### src/design/hrhp_pkg.sv
// Shared types, codes and character helpers for the HTTP reply header parser.
// No dependencies; used by hrhp_core and http_reply_header_parser.
`timescale 1ns / 1ps
`default_nettype none
package hrhp_pkg;

    localparam int LINE_BUFFER = 256;

    localparam logic [1:0] KIND_DATA    = 2'd0;
    localparam logic [1:0] KIND_CLOSE   = 2'd1;
    localparam logic [1:0] KIND_TICK    = 2'd2;
    localparam logic [1:0] KIND_RESTART = 2'd3;

    localparam logic [1:0] OUT_LOC_BYTE = 2'd0;
    localparam logic [1:0] OUT_LOC_END  = 2'd1;
    localparam logic [1:0] OUT_DONE     = 2'd2;
    localparam logic [1:0] OUT_ERROR    = 2'd3;

    localparam logic [2:0] VERDICT_OK        = 3'd0;
    localparam logic [2:0] VERDICT_REDIRECT  = 3'd1;
    localparam logic [2:0] VERDICT_NO_TARGET = 3'd2;
    localparam logic [2:0] VERDICT_OTHER     = 3'd3;
    localparam logic [2:0] VERDICT_CHUNKED   = 3'd4;

    localparam logic [2:0] ERR_NONE      = 3'd0;
    localparam logic [2:0] ERR_TIMEOUT   = 3'd1;
    localparam logic [2:0] ERR_CLOSED    = 3'd2;
    localparam logic [2:0] ERR_NOT_HTTP  = 3'd3;
    localparam logic [2:0] ERR_MALFORMED = 3'd4;
    localparam logic [2:0] ERR_TOO_LARGE = 3'd5;

    localparam logic [1:0] REG_LINE_LIMIT  = 2'd0;
    localparam logic [1:0] REG_TOTAL_LIMIT = 2'd1;
    localparam logic [1:0] REG_TIMEOUT     = 2'd2;

    localparam logic [7:0]  LINE_LIMIT_RESET  = 8'd255;
    localparam logic [13:0] TOTAL_LIMIT_RESET = 14'd8192;
    localparam logic [15:0] TIMEOUT_RESET     = 16'd20000;

    localparam logic [2:0] NUM_FIND   = 3'd0;
    localparam logic [2:0] NUM_WS     = 3'd1;
    localparam logic [2:0] NUM_SIGN   = 3'd2;
    localparam logic [2:0] NUM_DIGITS = 3'd3;
    localparam logic [2:0] NUM_END    = 3'd4;

    localparam logic [2:0] CLS_UNDECIDED = 3'd0;
    localparam logic [2:0] CLS_NAME_LEN  = 3'd1;
    localparam logic [2:0] CLS_NAME_ENC  = 3'd2;
    localparam logic [2:0] CLS_NAME_LOC  = 3'd3;
    localparam logic [2:0] CLS_OTHER     = 3'd4;
    localparam logic [2:0] CLS_LENGTH    = 3'd5;
    localparam logic [2:0] CLS_ENCODING  = 3'd6;
    localparam logic [2:0] CLS_LOCATION  = 3'd7;

    localparam logic [32:0] ACC_CAP = 33'h1_0000_0000;

    localparam logic [8*5-1:0]  STATUS_PREFIX = "HTTP/";
    localparam logic [8*15-1:0] NAME_LENGTH   = "content-length:";
    localparam logic [8*18-1:0] NAME_ENCODING = "transfer-encoding:";
    localparam logic [8*9-1:0]  NAME_LOCATION = "location:";
    localparam logic [8*7-1:0]  CHUNK_WORD    = "chunked";

    typedef struct packed {
        logic [7:0]  line_limit;
        logic [13:0] total_limit;
        logic [15:0] timeout_ticks;
    } cfg_t;

    typedef struct packed {
        logic               valid;
        logic [1:0]         out_kind;
        logic [7:0]         location_byte;
        logic signed [15:0] status_code;
        logic [31:0]        content_length;
        logic               has_length;
        logic               chunked_seen;
        logic               has_location;
        logic [2:0]         verdict;
        logic [2:0]         error_code;
    } res_t;

    typedef struct packed {
        logic [2:0]  phase;
        logic        negative;
        logic [32:0] acc;
    } num_t;

    function automatic logic [7:0] to_lower(input logic [7:0] c);
        logic [7:0] r;
        r = c;
        if (c >= "A" && c <= "Z")
        begin
            r = c + 8'd32;
        end
        return r;
    endfunction

    function automatic logic is_ws(input logic [7:0] c);
        return (c == 8'h20) || (c == 8'h09) || (c == 8'h0B) || (c == 8'h0C);
    endfunction

    function automatic logic [7:0] prefix_char(input logic [7:0] pos);
        logic [7:0] ch;
        ch = 8'h00;
        if (pos < 8'd5)
        begin
            ch = STATUS_PREFIX[8*(4-pos[2:0]) +: 8];
        end
        return ch;
    endfunction

    function automatic logic [7:0] name_char(input logic [2:0] cls, input logic [7:0] pos);
        logic [7:0] ch;
        ch = 8'h00;
        if (cls == CLS_NAME_LEN && pos < 8'd15)
        begin
            ch = NAME_LENGTH[8*(14-pos[4:0]) +: 8];
        end
        else if (cls == CLS_NAME_ENC && pos < 8'd18)
        begin
            ch = NAME_ENCODING[8*(17-pos[4:0]) +: 8];
        end
        else if (cls == CLS_NAME_LOC && pos < 8'd9)
        begin
            ch = NAME_LOCATION[8*(8-pos[3:0]) +: 8];
        end
        return ch;
    endfunction

    function automatic logic [7:0] name_last(input logic [2:0] cls);
        logic [7:0] n;
        unique case (cls)
            CLS_NAME_LEN: n = 8'd14;
            CLS_NAME_ENC: n = 8'd17;
            default:      n = 8'd8;
        endcase
        return n;
    endfunction

    function automatic logic [7:0] chunk_char(input logic [2:0] idx);
        return CHUNK_WORD[8*(6-idx) +: 8];
    endfunction

    function automatic num_t num_step(input num_t s, input logic [7:0] c);
        num_t        r;
        logic        go;
        logic [36:0] prod;
        r  = s;
        go = 1'b1;
        if (r.phase == NUM_WS)
        begin
            if (is_ws(c))
            begin
                go = 1'b0;
            end
            else if (c == "+" || c == "-")
            begin
                r.negative = (c == "-");
                r.phase    = NUM_SIGN;
                go         = 1'b0;
            end
            else
            begin
                r.phase = NUM_SIGN;
            end
        end
        if (go && (r.phase == NUM_SIGN || r.phase == NUM_DIGITS))
        begin
            if (c >= "0" && c <= "9")
            begin
                prod = {1'b0, r.acc, 3'b000} + {3'b000, r.acc, 1'b0}
                     + {33'd0, c[3:0] - 4'd0};
                r.acc   = (prod > {4'd0, ACC_CAP}) ? ACC_CAP : prod[32:0];
                r.phase = NUM_DIGITS;
            end
            else
            begin
                r.phase = NUM_END;
            end
        end
        return r;
    endfunction

endpackage
`default_nettype wire

### src/design/http_reply_header_parser.sv
// Top level: configuration registers, parser core and registered result output.
// Depends on hrhp_pkg and hrhp_core.
`timescale 1ns / 1ps
`default_nettype none
// Takes one event per clock (data byte, close, tick or restart) and returns at most one
// result per event, in the cycle after the event transfer. The parser state updates in the
// cycle of the transfer, so an event may follow in every cycle; the single result register
// stalls input only while a result waits and result_ready is low. Configuration writes
// are always taken and should be made while the parser is idle.
module http_reply_header_parser
    import hrhp_pkg::*;
(
    input  wire logic               clk,
    input  wire logic               rst_n,
    input  wire logic               item_valid,
    output logic                    item_ready,
    input  wire logic [1:0]         kind,
    input  wire logic [7:0]         data_byte,
    input  wire logic               cfg_valid,
    output logic                    cfg_ready,
    input  wire logic [1:0]         cfg_index,
    input  wire logic [15:0]        cfg_data,
    output logic                    result_valid,
    input  wire logic               result_ready,
    output logic [1:0]              out_kind,
    output logic [7:0]              location_byte,
    output logic signed [15:0]      status_code,
    output logic [31:0]             content_length,
    output logic                    has_length,
    output logic                    chunked_seen,
    output logic                    has_location,
    output logic [2:0]              verdict,
    output logic [2:0]              error_code
);

    cfg_t cfg_reg;
    res_t core_res;
    res_t res_reg;
    logic result_valid_reg, result_valid_next;
    logic step;

    assign item_ready = !result_valid_reg || result_ready;
    assign cfg_ready  = 1'b1;
    assign step       = item_valid && item_ready;

    hrhp_core u_core (
        .clk       (clk),
        .rst_n     (rst_n),
        .step      (step),
        .kind      (kind),
        .data_byte (data_byte),
        .cfg       (cfg_reg),
        .res       (core_res)
    );

    always_ff @(posedge clk or negedge rst_n)
    begin
        if (!rst_n)
        begin
            cfg_reg.line_limit    <= LINE_LIMIT_RESET;
            cfg_reg.total_limit   <= TOTAL_LIMIT_RESET;
            cfg_reg.timeout_ticks <= TIMEOUT_RESET;
        end
        else if (cfg_valid)
        begin
            unique case (cfg_index)
                REG_LINE_LIMIT:  cfg_reg.line_limit    <= cfg_data[7:0];
                REG_TOTAL_LIMIT: cfg_reg.total_limit   <= cfg_data[13:0];
                REG_TIMEOUT:     cfg_reg.timeout_ticks <= cfg_data;
                default:         cfg_reg.line_limit    <= cfg_reg.line_limit;
            endcase
        end
    end

    assign result_valid_next = (step && core_res.valid) || (result_valid_reg && !result_ready);

    always_ff @(posedge clk or negedge rst_n)
    begin
        if (!rst_n)
        begin
            result_valid_reg <= 1'b0;
        end
        else
        begin
            result_valid_reg <= result_valid_next;
        end
    end

    always_ff @(posedge clk)
    begin
        if (step && core_res.valid)
        begin
            res_reg <= core_res;
        end
    end

    assign result_valid   = result_valid_reg;
    assign out_kind       = res_reg.out_kind;
    assign location_byte  = res_reg.location_byte;
    assign status_code    = res_reg.status_code;
    assign content_length = res_reg.content_length;
    assign has_length     = res_reg.has_length;
    assign chunked_seen   = res_reg.chunked_seen;
    assign has_location   = res_reg.has_location;
    assign verdict        = res_reg.verdict;
    assign error_code     = res_reg.error_code;

endmodule
`default_nettype wire

### src/design/hrhp_core.sv
// Parser state and per-event update logic: one event per cycle, at most one result.
// Depends on hrhp_pkg.
`timescale 1ns / 1ps
`default_nettype none
module hrhp_core
    import hrhp_pkg::*;
(
    input  wire logic       clk,
    input  wire logic       rst_n,
    input  wire logic       step,
    input  wire logic [1:0] kind,
    input  wire logic [7:0] data_byte,
    input  wire cfg_t       cfg,
    output res_t            res
);

    localparam logic [1:0] PH_STATUS  = 2'd0;
    localparam logic [1:0] PH_HEADERS = 2'd1;
    localparam logic [1:0] PH_DONE    = 2'd2;

    logic [1:0]  phase_reg, phase_next;
    logic [7:0]  line_length_reg, line_length_next;
    logic [13:0] header_total_reg, header_total_next;
    logic [2:0]  line_class_reg, line_class_next;
    logic [2:0]  number_phase_reg, number_phase_next;
    logic        number_negative_reg, number_negative_next;
    logic [15:0] status_value_reg, status_value_next;
    logic [32:0] acc_reg, acc_next;
    logic [31:0] length_value_reg, length_value_next;
    logic        length_seen_reg, length_seen_next;
    logic [2:0]  chunk_match_reg, chunk_match_next;
    logic        chunk_flag_reg, chunk_flag_next;
    logic        location_nonempty_reg, location_nonempty_next;
    logic        location_flag_reg, location_flag_next;
    logic        line_cut_reg, line_cut_next;
    logic [15:0] tick_count_reg, tick_count_next;

    logic [2:0]  st_err;
    logic [15:0] st_value;
    logic [14:0] total;
    logic        cm_err;
    logic [31:0] cm_length;
    logic [16:0] tick_sum;
    logic [7:0]  pos;
    logic [7:0]  lc;
    logic        restart;
    logic        line_start;
    logic        emit;
    logic [1:0]  emit_kind;
    logic [7:0]  emit_byte;
    logic [2:0]  emit_verdict;
    logic [2:0]  emit_err;
    logic        chunk_ok;
    num_t        num_cur;
    num_t        num_new;

    always_comb
    begin
        st_err = ERR_NONE;
        if (line_length_reg < 8'd5 || line_class_reg == CLS_OTHER)
        begin
            st_err = ERR_NOT_HTTP;
        end
        else if (number_phase_reg == NUM_FIND)
        begin
            st_err = ERR_MALFORMED;
        end
        if (number_negative_reg)
        begin
            st_value = (acc_reg > 33'd32768) ? 16'h8000 : (16'd0 - acc_reg[15:0]);
        end
        else
        begin
            st_value = (acc_reg > 33'd32767) ? 16'h7FFF : acc_reg[15:0];
        end
        total  = {1'b0, header_total_reg} + {7'd0, line_length_reg};
        cm_err = total > {1'b0, cfg.total_limit};
        if (acc_reg[32])
        begin
            cm_length = 32'hFFFF_FFFF;
        end
        else if (number_negative_reg)
        begin
            cm_length = 32'd0 - acc_reg[31:0];
        end
        else
        begin
            cm_length = acc_reg[31:0];
        end
        tick_sum = {1'b0, tick_count_reg} + 17'd1;
        pos      = line_length_reg;
        lc       = to_lower(data_byte);
        num_cur  = '{phase: number_phase_reg, negative: number_negative_reg, acc: acc_reg};
        num_new  = num_step(num_cur, data_byte);
        chunk_ok = (chunk_match_reg == 3'd0) ? (data_byte == "c" || data_byte == "C")
                                              : (data_byte == chunk_char(chunk_match_reg));
    end

    always_comb
    begin
        phase_next             = phase_reg;
        line_length_next       = line_length_reg;
        header_total_next      = header_total_reg;
        line_class_next        = line_class_reg;
        number_phase_next      = number_phase_reg;
        number_negative_next   = number_negative_reg;
        status_value_next      = status_value_reg;
        acc_next               = acc_reg;
        length_value_next      = length_value_reg;
        length_seen_next       = length_seen_reg;
        chunk_match_next       = chunk_match_reg;
        chunk_flag_next        = chunk_flag_reg;
        location_nonempty_next = location_nonempty_reg;
        location_flag_next     = location_flag_reg;
        line_cut_next          = line_cut_reg;
        tick_count_next        = tick_count_reg;
        restart      = 1'b0;
        line_start   = 1'b0;
        emit         = 1'b0;
        emit_kind    = OUT_LOC_BYTE;
        emit_byte    = 8'd0;
        emit_verdict = VERDICT_OK;
        emit_err     = ERR_NONE;

        if (step)
        begin
            if (kind == KIND_RESTART)
            begin
                restart = 1'b1;
            end
            else if (phase_reg == PH_STATUS || phase_reg == PH_HEADERS)
            begin
                unique case (kind)
                    KIND_TICK:
                    begin
                        if (tick_sum > {1'b0, cfg.timeout_ticks})
                        begin
                            emit     = 1'b1;
                            emit_err = ERR_TIMEOUT;
                        end
                        else
                        begin
                            tick_count_next = tick_sum[15:0];
                        end
                    end
                    KIND_CLOSE:
                    begin
                        emit     = 1'b1;
                        emit_err = ERR_CLOSED;
                        if (line_length_reg != 8'd0)
                        begin
                            if (phase_reg == PH_STATUS)
                            begin
                                if (st_err != ERR_NONE)
                                begin
                                    emit_err = st_err;
                                end
                                else
                                begin
                                    status_value_next = st_value;
                                end
                            end
                            else if (cm_err)
                            begin
                                emit_err = ERR_TOO_LARGE;
                            end
                            else
                            begin
                                header_total_next = total[13:0];
                                if (line_class_reg == CLS_LENGTH)
                                begin
                                    length_value_next = cm_length;
                                    length_seen_next  = 1'b1;
                                end
                                else if (line_class_reg == CLS_ENCODING)
                                begin
                                    chunk_flag_next = chunk_flag_reg | (chunk_match_reg == 3'd7);
                                end
                                else if (line_class_reg == CLS_LOCATION)
                                begin
                                    location_flag_next = location_nonempty_reg;
                                end
                            end
                        end
                    end
                    default:
                    begin
                        if (data_byte == 8'h0D)
                        begin
                            emit = 1'b0;
                        end
                        else if (data_byte == 8'h0A)
                        begin
                            if (phase_reg == PH_STATUS)
                            begin
                                if (st_err != ERR_NONE)
                                begin
                                    emit     = 1'b1;
                                    emit_err = st_err;
                                end
                                else
                                begin
                                    status_value_next = st_value;
                                    phase_next        = PH_HEADERS;
                                    line_start        = 1'b1;
                                end
                            end
                            else if (line_length_reg == 8'd0)
                            begin
                                emit      = 1'b1;
                                emit_kind = OUT_DONE;
                                priority if (chunk_flag_reg)
                                begin
                                    emit_verdict = VERDICT_CHUNKED;
                                end
                                else if (status_value_reg == 16'd301
                                      || status_value_reg == 16'd302
                                      || status_value_reg == 16'd303
                                      || status_value_reg == 16'd307
                                      || status_value_reg == 16'd308)
                                begin
                                    emit_verdict = location_flag_reg ? VERDICT_REDIRECT
                                                                     : VERDICT_NO_TARGET;
                                end
                                else if (status_value_reg == 16'd200)
                                begin
                                    emit_verdict = VERDICT_OK;
                                end
                                else
                                begin
                                    emit_verdict = VERDICT_OTHER;
                                end
                            end
                            else if (cm_err)
                            begin
                                emit     = 1'b1;
                                emit_err = ERR_TOO_LARGE;
                            end
                            else
                            begin
                                header_total_next = total[13:0];
                                line_start        = 1'b1;
                                if (line_class_reg == CLS_LENGTH)
                                begin
                                    length_value_next = cm_length;
                                    length_seen_next  = 1'b1;
                                end
                                else if (line_class_reg == CLS_ENCODING)
                                begin
                                    chunk_flag_next = chunk_flag_reg | (chunk_match_reg == 3'd7);
                                end
                                else if (line_class_reg == CLS_LOCATION)
                                begin
                                    location_flag_next = location_nonempty_reg;
                                    emit      = 1'b1;
                                    emit_kind = OUT_LOC_END;
                                end
                            end
                        end
                        else if (line_length_reg < cfg.line_limit)
                        begin
                            line_length_next = line_length_reg + 8'd1;
                            if (!line_cut_reg)
                            begin
                                if (phase_reg == PH_STATUS)
                                begin
                                    if (pos < 8'd5 && data_byte != prefix_char(pos))
                                    begin
                                        line_class_next = CLS_OTHER;
                                    end
                                    if (data_byte == 8'h00)
                                    begin
                                        line_cut_next = 1'b1;
                                        if (number_phase_reg != NUM_FIND)
                                        begin
                                            number_phase_next = NUM_END;
                                        end
                                    end
                                    else if (number_phase_reg == NUM_FIND)
                                    begin
                                        if (data_byte == 8'h20)
                                        begin
                                            number_phase_next = NUM_WS;
                                        end
                                    end
                                    else
                                    begin
                                        number_phase_next    = num_new.phase;
                                        number_negative_next = num_new.negative;
                                        acc_next             = num_new.acc;
                                    end
                                end
                                else if (data_byte == 8'h00)
                                begin
                                    line_cut_next = 1'b1;
                                    if (line_class_reg < CLS_OTHER)
                                    begin
                                        line_class_next = CLS_OTHER;
                                    end
                                    if (line_class_reg == CLS_LENGTH)
                                    begin
                                        number_phase_next = NUM_END;
                                    end
                                end
                                else
                                begin
                                    unique case (line_class_reg)
                                        CLS_UNDECIDED:
                                        begin
                                            if (lc == "c")
                                            begin
                                                line_class_next = CLS_NAME_LEN;
                                            end
                                            else if (lc == "t")
                                            begin
                                                line_class_next = CLS_NAME_ENC;
                                            end
                                            else if (lc == "l")
                                            begin
                                                line_class_next = CLS_NAME_LOC;
                                            end
                                            else
                                            begin
                                                line_class_next = CLS_OTHER;
                                            end
                                        end
                                        CLS_NAME_LEN, CLS_NAME_ENC, CLS_NAME_LOC:
                                        begin
                                            if (lc != name_char(line_class_reg, pos))
                                            begin
                                                line_class_next = CLS_OTHER;
                                            end
                                            else if (pos == name_last(line_class_reg))
                                            begin
                                                line_class_next = line_class_reg + 3'd4;
                                            end
                                        end
                                        CLS_LENGTH:
                                        begin
                                            number_phase_next    = num_new.phase;
                                            number_negative_next = num_new.negative;
                                            acc_next             = num_new.acc;
                                        end
                                        CLS_ENCODING:
                                        begin
                                            if (chunk_match_reg < 3'd7)
                                            begin
                                                if (chunk_ok)
                                                begin
                                                    chunk_match_next = chunk_match_reg + 3'd1;
                                                end
                                                else
                                                begin
                                                    chunk_match_next =
                                                        (data_byte == "c" || data_byte == "C")
                                                        ? 3'd1 : 3'd0;
                                                end
                                            end
                                        end
                                        CLS_LOCATION:
                                        begin
                                            if (location_nonempty_reg
                                                || !(data_byte == 8'h20 || data_byte == 8'h09))
                                            begin
                                                location_nonempty_next = 1'b1;
                                                emit      = 1'b1;
                                                emit_kind = OUT_LOC_BYTE;
                                                emit_byte = data_byte;
                                            end
                                        end
                                        default:
                                        begin
                                            emit = 1'b0;
                                        end
                                    endcase
                                end
                            end
                        end
                    end
                endcase
                if (emit && (emit_kind == OUT_ERROR || emit_kind == OUT_DONE
                             || emit_err != ERR_NONE))
                begin
                    phase_next = PH_DONE;
                end
                if (emit_err != ERR_NONE)
                begin
                    emit_kind = OUT_ERROR;
                end
            end
        end

        if (restart)
        begin
            phase_next         = PH_STATUS;
            header_total_next  = 14'd0;
            status_value_next  = 16'd0;
            length_value_next  = 32'd0;
            length_seen_next   = 1'b0;
            chunk_flag_next    = 1'b0;
            location_flag_next = 1'b0;
            tick_count_next    = 16'd0;
        end
        if (restart || line_start)
        begin
            line_length_next       = 8'd0;
            line_class_next        = CLS_UNDECIDED;
            number_phase_next      = (phase_next == PH_STATUS) ? NUM_FIND : NUM_WS;
            number_negative_next   = 1'b0;
            acc_next               = 33'd0;
            chunk_match_next       = 3'd0;
            location_nonempty_next = 1'b0;
            line_cut_next          = 1'b0;
        end
    end

    always_comb
    begin
        res.valid          = emit;
        res.out_kind       = emit_kind;
        res.location_byte  = emit_byte;
        res.status_code    = status_value_next;
        res.content_length = length_value_next;
        res.has_length     = length_seen_next;
        res.chunked_seen   = chunk_flag_next;
        res.has_location   = location_flag_next;
        res.verdict        = emit_verdict;
        res.error_code     = emit_err;
    end

    always_ff @(posedge clk or negedge rst_n)
    begin
        if (!rst_n)
        begin
            phase_reg             <= PH_STATUS;
            line_length_reg       <= 8'd0;
            header_total_reg      <= 14'd0;
            line_class_reg        <= CLS_UNDECIDED;
            number_phase_reg      <= NUM_FIND;
            number_negative_reg   <= 1'b0;
            status_value_reg      <= 16'd0;
            acc_reg               <= 33'd0;
            length_value_reg      <= 32'd0;
            length_seen_reg       <= 1'b0;
            chunk_match_reg       <= 3'd0;
            chunk_flag_reg        <= 1'b0;
            location_nonempty_reg <= 1'b0;
            location_flag_reg     <= 1'b0;
            line_cut_reg          <= 1'b0;
            tick_count_reg        <= 16'd0;
        end
        else
        begin
            phase_reg             <= phase_next;
            line_length_reg       <= line_length_next;
            header_total_reg      <= header_total_next;
            line_class_reg        <= line_class_next;
            number_phase_reg      <= number_phase_next;
            number_negative_reg   <= number_negative_next;
            status_value_reg      <= status_value_next;
            acc_reg               <= acc_next;
            length_value_reg      <= length_value_next;
            length_seen_reg       <= length_seen_next;
            chunk_match_reg       <= chunk_match_next;
            chunk_flag_reg        <= chunk_flag_next;
            location_nonempty_reg <= location_nonempty_next;
            location_flag_reg     <= location_flag_next;
            line_cut_reg          <= line_cut_next;
            tick_count_reg        <= tick_count_next;
        end
    end

endmodule
`default_nettype wire

### config.mk
export PLATFORM = sky130hd
export DESIGN_NAME = http_reply_header_parser
export DESIGN_NICKNAME = d
export VERILOG_FILES = /design/src/design/hrhp_pkg.sv /design/src/design/http_reply_header_parser.sv /design/src/design/hrhp_core.sv
export SDC_FILE = /design/constraint.sdc
export NUM_CORES = 1
export LEC_CHECK = 0
export BUFFER_PORTS_ARGS = -buffer_cell sky130_fd_sc_hd__clkbuf_2
export CAP_MARGIN = 20
export CORE_MARGIN = 2
export CORE_UTILIZATION = 45
export CTS_BUF_LIST = sky130_fd_sc_hd__clkbuf_16
export CTS_CLUSTER_SIZE = 20
export DETAILED_ROUTE_END_ITERATION = 12
export GPL_TIMING_DRIVEN = 0
export PLACE_DENSITY_LB_ADDON = 0.15
export SLEW_MARGIN = 20
export SYNTH_ARGS = -nofsm -noshare
export SYNTH_HDL_FRONTEND = slang
export SYNTH_SLANG_ARGS = --single-unit
### constraint.sdc
create_clock -name clk -period 10.11 [get_ports clk]
set_clock_uncertainty 0.15 [all_clocks]
set_input_delay 1.5165 -clock clk [delete_from_list [all_inputs] [get_ports clk]]
set_output_delay 1.5165 -clock clk [all_outputs]
set_load 0.05 [all_outputs]
==> results of run 1 <==
-- placed cells by master, fill, tap and decap left out, drive strengths merged, types with 9 or more instances in the layout --
master / count
mux2: 33
o2111ai: 9
a32o: 33
xor2: 30
or3: 16
xnor2: 76
and3: 21
o22ai: 14
nand4: 22
dfstp: 14
clkbuf: 195
nand3: 49
nor2b: 14
o21ai: 154
a211oi: 24
and2: 16
ha: 126
nor4: 18
edfxtp: 67
a22oi: 12
inv: 90
a31oi: 21
dfrtp: 161
nand2b: 20
o31ai: 32
o21a: 18
nor2: 125
nand2: 172
or2: 14
buf: 42
a21o: 40
nor3: 46
o211ai: 16
a21oi: 129
clkinv: 15
-- layout make-up --
type                       instances  area [um2]
buffer                           105         465
clock buffer                      29         726
clock inverter                    25         259
fill                            3496       18200
inverter                          86         325
multi-input combinational       1435        9940
sequential                       242        6410
tap                              511         639
timing repair buffer             103         592
-- path summary, 6_finish.rpt --
path | endpoint | slack, ps | cells past startpoint
setup / recovery | content_length[20] | 4700 | 18
hold / removal | u_core.header_total_reg[5] | 340 | 2
setup reg to reg | content_length[20] | 4700 | 18
hold reg to reg | u_core.header_total_reg[5] | 340 | 2
max in group asynchronous | u_core.acc_reg[24] | 8390 | 2
min in group asynchronous | cfg_reg[12] | 670 | 1
-- power breakdown --
group          switching, mW  leakage (nW)  internal, mW
Sequential            0.0788          2.94          1.10
Clock                  0.445         0.493         0.632
Combinational          0.905          5.25         0.503
-- per-layer routing --
layer  global-route usage, %  wire length [um]  vias to the layer above
li1                        -                 -                     7195
met1                    33.2             21900                     7293
met2                    43.6             24600                      311
met3                    2.53              1960                       69
met4                    7.35              1170                        0
met5                       0                 0                        -
-- cells in the mapped netlist, drive strengths merged (18+ instances only) --
master / count
nor3: 46
o31ai: 32
a211oi: 24
dfrtp: 161
a21o: 40
ha: 126
o21a: 18
a31oi: 21
nor2: 125
buf: 39
clkbuf: 66
nand2: 172
edfxtp: 67
and3: 21
nand3: 49
nand2b: 20
mux2: 33
xnor2: 76
inv: 84
a32o: 33
o21ai: 154
xor2: 30
nand4: 22
a21oi: 129
nor4: 18
-- through the flow --
stage          hold slack [ps]  cell area, um2  cells  util [%]  setup WS [ps]
6_report                   345           19400   2536      51.5           4700
5_1_grt                    364           19400   2536      51.5           4310
4_1_cts                    341           19300   2536      51.5           4690
3_5_place_dp               327           18400   2482      48.9           4670
3_3_place_gp               321           18300   2479      48.6           3540
2_1_floorplan              305           17100   1868         -           4920
-- critical path, stage by stage (launching register included) --
cell	delay (ps)
dfrtp_1	450
ha_1	240
fa_1	420
a21o_1	200
a21oi_1	260
o211ai_1	190
and3_1	240
nand3_1	130
xnor2_1	140
ha_1	260
a21o_1	160
a21o_1	190
nor2_1	90
o2111ai_1	260
a2bb2oi_1	510
and4_1	440
clkbuf_1	400
o21ai_0	170
a21oi_1	320
-- cell families after synthesis --
logic type               synth area share [%]
adder cells (fa/ha/maj)                  9.61
flip-flops                               37.4
multiplexers                             2.64
buffers and inverters                    4.60
XOR/XNOR                                 5.46
AND/OR/NAND/NOR                          17.1
AO/OA/AOI/OAI                            23.1
other                                  0.0219
==> impl_metrics.yaml, run 1 <==
run_status:
  status: "finished, final reports clean"
route:
  drc: 0
  routed_via_density: 5.86
  ant_nets: 0
  first_pass_iters: 5
  routed_wirelength_mm: 49.6
  wl_per_cell_um: 19.5
  vias: 14900
  first_iter_violations: 1063
final_layout:
  largest_reg_flops: 38
  finalNetCount: 2164
  synthToLayoutAreaGrowth_pct: 13.0
  layout-drive-gt1-share_pct: 14.1
  antenna_cells: 0
clock_tree:
  clock_sinks: 242
  cts_max_level: 1
  cts_root_buffer: "clkbuf_16"
  cts_setup_buffers: 0
  cts_resized: 0
  cts_tree: "built"
  cts_hold_buf: 0
  clockBufferDepth: 3
  clk_latency_ps: 590
  path_clk_slew_ps: 70
  numCtsBuffers: 29
sta:
  worst_slew_pin_slew_ps: 962
  fin_crit_sh_pct: 53.5
  final.min_clock_period_ps: 5410
  tns_ps: 0
  maxSlewHeadroom_pct: 35.9
  rsz0062_at_grt: "false"
  hold_viol_final: 0
  setup_violations: 0
  timing.fmax_mhz: 185
  drv_slew: 0
yosys:
  synth.distinct_cells: 108
  synth_top_area_share_pct: 23.5
  synth_flop_cell: "dfrtp_1"
  synth_area_leaders: "dfrtp_1, edfxtp_1, ha_1"
  ys_ff_latch: 242
  synth_fp_nets: 2030
  synth.cell_area_um2: 17100
  synth_edf_count: 67
  synth-seq-area-share_pct: 37.4
  postSynthAreaPerCell_um2: 9.17
  yosys.area.top_type: "dfrtp_1"
  syn_inst: 1868
  async_reset_ff_share_pct: 72.3
  yosys_warnings: 0
power:
  p_leak_nw: 8.68
  power_mw: 3.66
  vdd_drop_max_uv: 131
  powerDensity_nw_per_um2: 189
die:
  coreArea_um2: 37600
  fp.dieH_um: 199
  io_pins: 103
  die-area_um2: 39600
  num_rows: 71
  initial_core_util_pct: 45.6
  die_w_um: 199
placement:
  gp_congestion: 0.901
  dp_hpwl_mm: 37.9
  numPortBuffers: 100
global_routing:
  grt_pass1_vias: 14400
  antenna_found_initial: 0
  grt_pass1_wl_mm: 78.9
  track_usage_pct: 25.2
  grt-ovfl-total: 0
  grt_max_degree: 88
min_path:
  hold_start: "u_core.header_total_reg[5]"
  min_path_type: "reg -> reg"
worst_setup_path:
  critPathLaunchType: "register"
  critPathCaptureType: "register"
  cp.arrival_ps: 5620
  worstPathMaxFanout: 10
  crit_type: "reg -> reg"
  startpoint: "u_core.line_length_reg[0]"
  crit-reg2reg-launch: "u_core.line_length_reg[0]"
  worstPathRequired_ps: 10320
run:
  max_cap_violations: 0
Power figures use the tool's default switching activity.
==> inputs of run 2 (changes only) <==
Settings changed: ABC_AREA set to 1.
Clock period 10.11 ns to 5 ns, I/O delays scaled along.
==> impl_metrics.yaml, run 2 <==
yosys:
  yosys_warnings: 0
  syn_inst: 2604
  yosys.area_share.simple_pct: 29.6
  synth_top_area_share_pct: 21.9
  synth_fp_nets: 2766
  synth_flop_cell: "dfrtp_1"
  synth_edf_count: 67
  synth.cell_area_um2: 18400
  synth_fa_ha_area_share_pct: 8.90
  synth-seq-area-share_pct: 34.8
  yosys.area.top_type: "dfrtp_1"
  synth_area_leaders: "dfrtp_1, nand2_1, edfxtp_1"
  synth_top_family_by_area: "simple AND/OR/NAND/NOR gates"
  synth_commonest_cells: "nand2_1, inv_1, nor2_1, nand3_1, o21ai_0"
  synthMostInstantiatedCell: "nand2_1"
  ys_ff_latch: 242
  synth_compound_area_share_pct: 14.5
  synth.distinct_cells: 59
  muxShareOfSynthArea_pct: 0
  async_reset_ff_share_pct: 72.3
  synth-xor-area-share_pct: 2.71
  postSynthAreaPerCell_um2: 7.06
global_routing:
  grt_pass1_wl_mm: 88.8
  antenna_found_initial: 0
  track_usage_pct: 26.0
  grt_pass1_vias: 17100
  grt-ovfl-total: 0
  grt_max_degree: 66
min_path:
  min_path_type: "in -> reg"
worst_setup_path:
  slowest_delay_ps: 460
  path_buf_inv: 2
  worstPathMaxFanout: 10
  cp.arrival_ps: 4860
  crit_slowest_cell: "dfrtp_1"
  path_cells: "ha_1 -> nand3_1 -> nand2_1 -> nand2_1 -> o211ai_1 -> nand2_1 -> a21oi_2 -> nand2_1 -> nor2_1 -> and3_1 -> xor2_1 -> inv_1 -> ha_1 -> nand4_1 -> nor4_1 -> nand4_1 -> nand2_2 -> nand2_1 -> nor3_4 -> clkbuf_4 -> o31ai_1 -> a21oi_1"
  worstPathRequired_ps: 5220
  crit_top_cell: "nand2_1"
  critPathLaunchType: "register"
  critPathCaptureType: "register"
  crit_type: "reg -> reg"
  critical-path-top-delay-family: "simple AND/OR/NAND/NOR gates"
clock_tree:
  cts_tree: "built"
  cts_root_buffer: "clkbuf_16"
  clock_sinks: 242
  path_clk_slew_ps: 60
  numCtsBuffers: 28
  clk_latency_ps: 570
  clockBufferDepth: 3
  cts_max_level: 1
final_layout:
  fillers: 3985
  antenna_cells: 0
  stdcell_count: 3294
  mostFrequentLayoutCells: "nand2_1, inv_1, nor2_1"
  final_common_cell: "nand2_1"
  stdcell_area_um2: 20800
  layout-drive-gt1-share_pct: 10.9
  final_util_pct: 51.2
  largest_reg_flops: 38
  finalNetCount: 2902
  synthToLayoutAreaGrowth_pct: 12.9
power:
  vdd_drop_max_uv: 263
  powerDensity_nw_per_um2: 424
  p_leak_nw: 10.4
  power_mw: 8.80
sta:
  tns_ps: 0
  fin_crit_sh_pct: 92.7
  timing.fmax_mhz: 216
  final.min_clock_period_ps: 4640
  rsz0062_at_grt: "false"
  hold_viol_final: 0
  worst_slew_pin_slew_ps: 726
  holdWs_ps: 284
  drv_slew: 0
  maxSlewHeadroom_pct: 51.6
  timing.final.ws_setup_ps: 364
  setup_violations: 0
die:
  initial_core_util_pct: 45.4
  die_w_um: 206
  coreArea_um2: 40600
  io_pins: 103
  num_rows: 74
  die-area_um2: 42500
  fp.dieH_um: 206
run_status:
  status: "finished, final reports clean"
route:
  wl_per_cell_um: 16.6
  routed_wirelength_mm: 54.8
  ant_nets: 0
  first_pass_iters: 8
  first_iter_violations: 1485
  vias: 18000
  routed_via_density: 5.47
  drc: 0
run:
  max_cap_violations: 0
placement:
  numPortBuffers: 100
  dp_cells: 3240
  gp_congestion: 0.964
  place_ws_ps: -66.5
  placed_area_um2: 19700
  dp_hpwl_mm: 43.3
run 2: routing by layer:
| layer | vias to the layer above | routed length [um] | global-route usage [%] | share of wire [%] |
|---|---|---|---|---|
| met5 | - | 0 | 0 | 0 |
| met4 | 0 | 1270 | 7.35 | 2.3 |
| met3 | 86 | 3560 | 3.14 | 6.5 |
| met2 | 599 | 23500 | 39.4 | 43 |
| met1 | 8402 | 26500 | 38.7 | 48 |
| li1 | 8917 | - | - | - |
run 2: worst paths after layout:
kind	end	slack, ps	startpoint	cells past startpoint
worst min register to register	cfg_reg[6]	340	cfg_reg[6]	2
worst min-delay path	cfg_reg[14]	280	cfg_data[14]	3
max in group asynchronous	u_core.length_value_reg[26]	3160	rst_n	4
worst max register to register	content_length[17]	360	u_core.line_length_reg[2]	22
worst max-delay path	content_length[17]	360	u_core.line_length_reg[2]	22
min in group asynchronous	cfg_reg[15]	530	rst_n	2
run 2: logic make-up after synthesis:
| family | Yosys count |
|---|---|
| simple gates | 1259 |
| buf+inv | 425 |
| flops | 242 |
| fa+ha+maj | 129 |
| compound gates | 491 |
| other cells | 1 |
| xor+xnor | 57 |
run 2: final cells by class:
class / instances / area [um2] / share of cell area, %
flip-flops and latches: 242 / 6410 / 30.9
clock buffers: 29 / 726 / 3.49
well taps: 532 / 666 / 3.21
plain buffers: 78 / 425 / 2.05
repair buffers: 107 / 637 / 3.07
inverters: 346 / 1310 / 6.30
clock inverters: 23 / 293 / 1.41
multi-input cells: 1937 / 10300 / 49.6
run 2: timing repair:
| action | CTS | global route |
|---|---|---|
| hold buffers | 1 | 0 |
| gates resized for setup | 1 | 15 |
| setup endpoints to repair | 28 | 174 |
| setup buffers | 1 | 1 |
| endpoints found under the hold margin | 33 | 0 |
| pin swaps | 1 | 1 |
run 2: worst register-to-register path: stages, from the launching register on:
cell,delay [ps]
dfrtp_1,460
ha_1,400
nand3_1,100
nand2_1,130
nand2_1,70
o211ai_1,130
nand2_1,100
a21oi_2,170
nand2_1,70
nor2_1,150
and3_1,190
xor2_1,180
inv_1,60
ha_1,310
nand4_1,110
nor4_1,200
nand4_1,140
nand2_2,180
nand2_1,110
nor3_4,340
clkbuf_4,280
o31ai_1,150
a21oi_1,260
run 2: power by group:
group | switching [mW] | internal, mW | leakage [nW]
Combinational | 2.65 | 1.24 | 6.94
Sequential | 0.313 | 2.34 | 2.93
Clock | 0.914 | 1.34 | 0.493
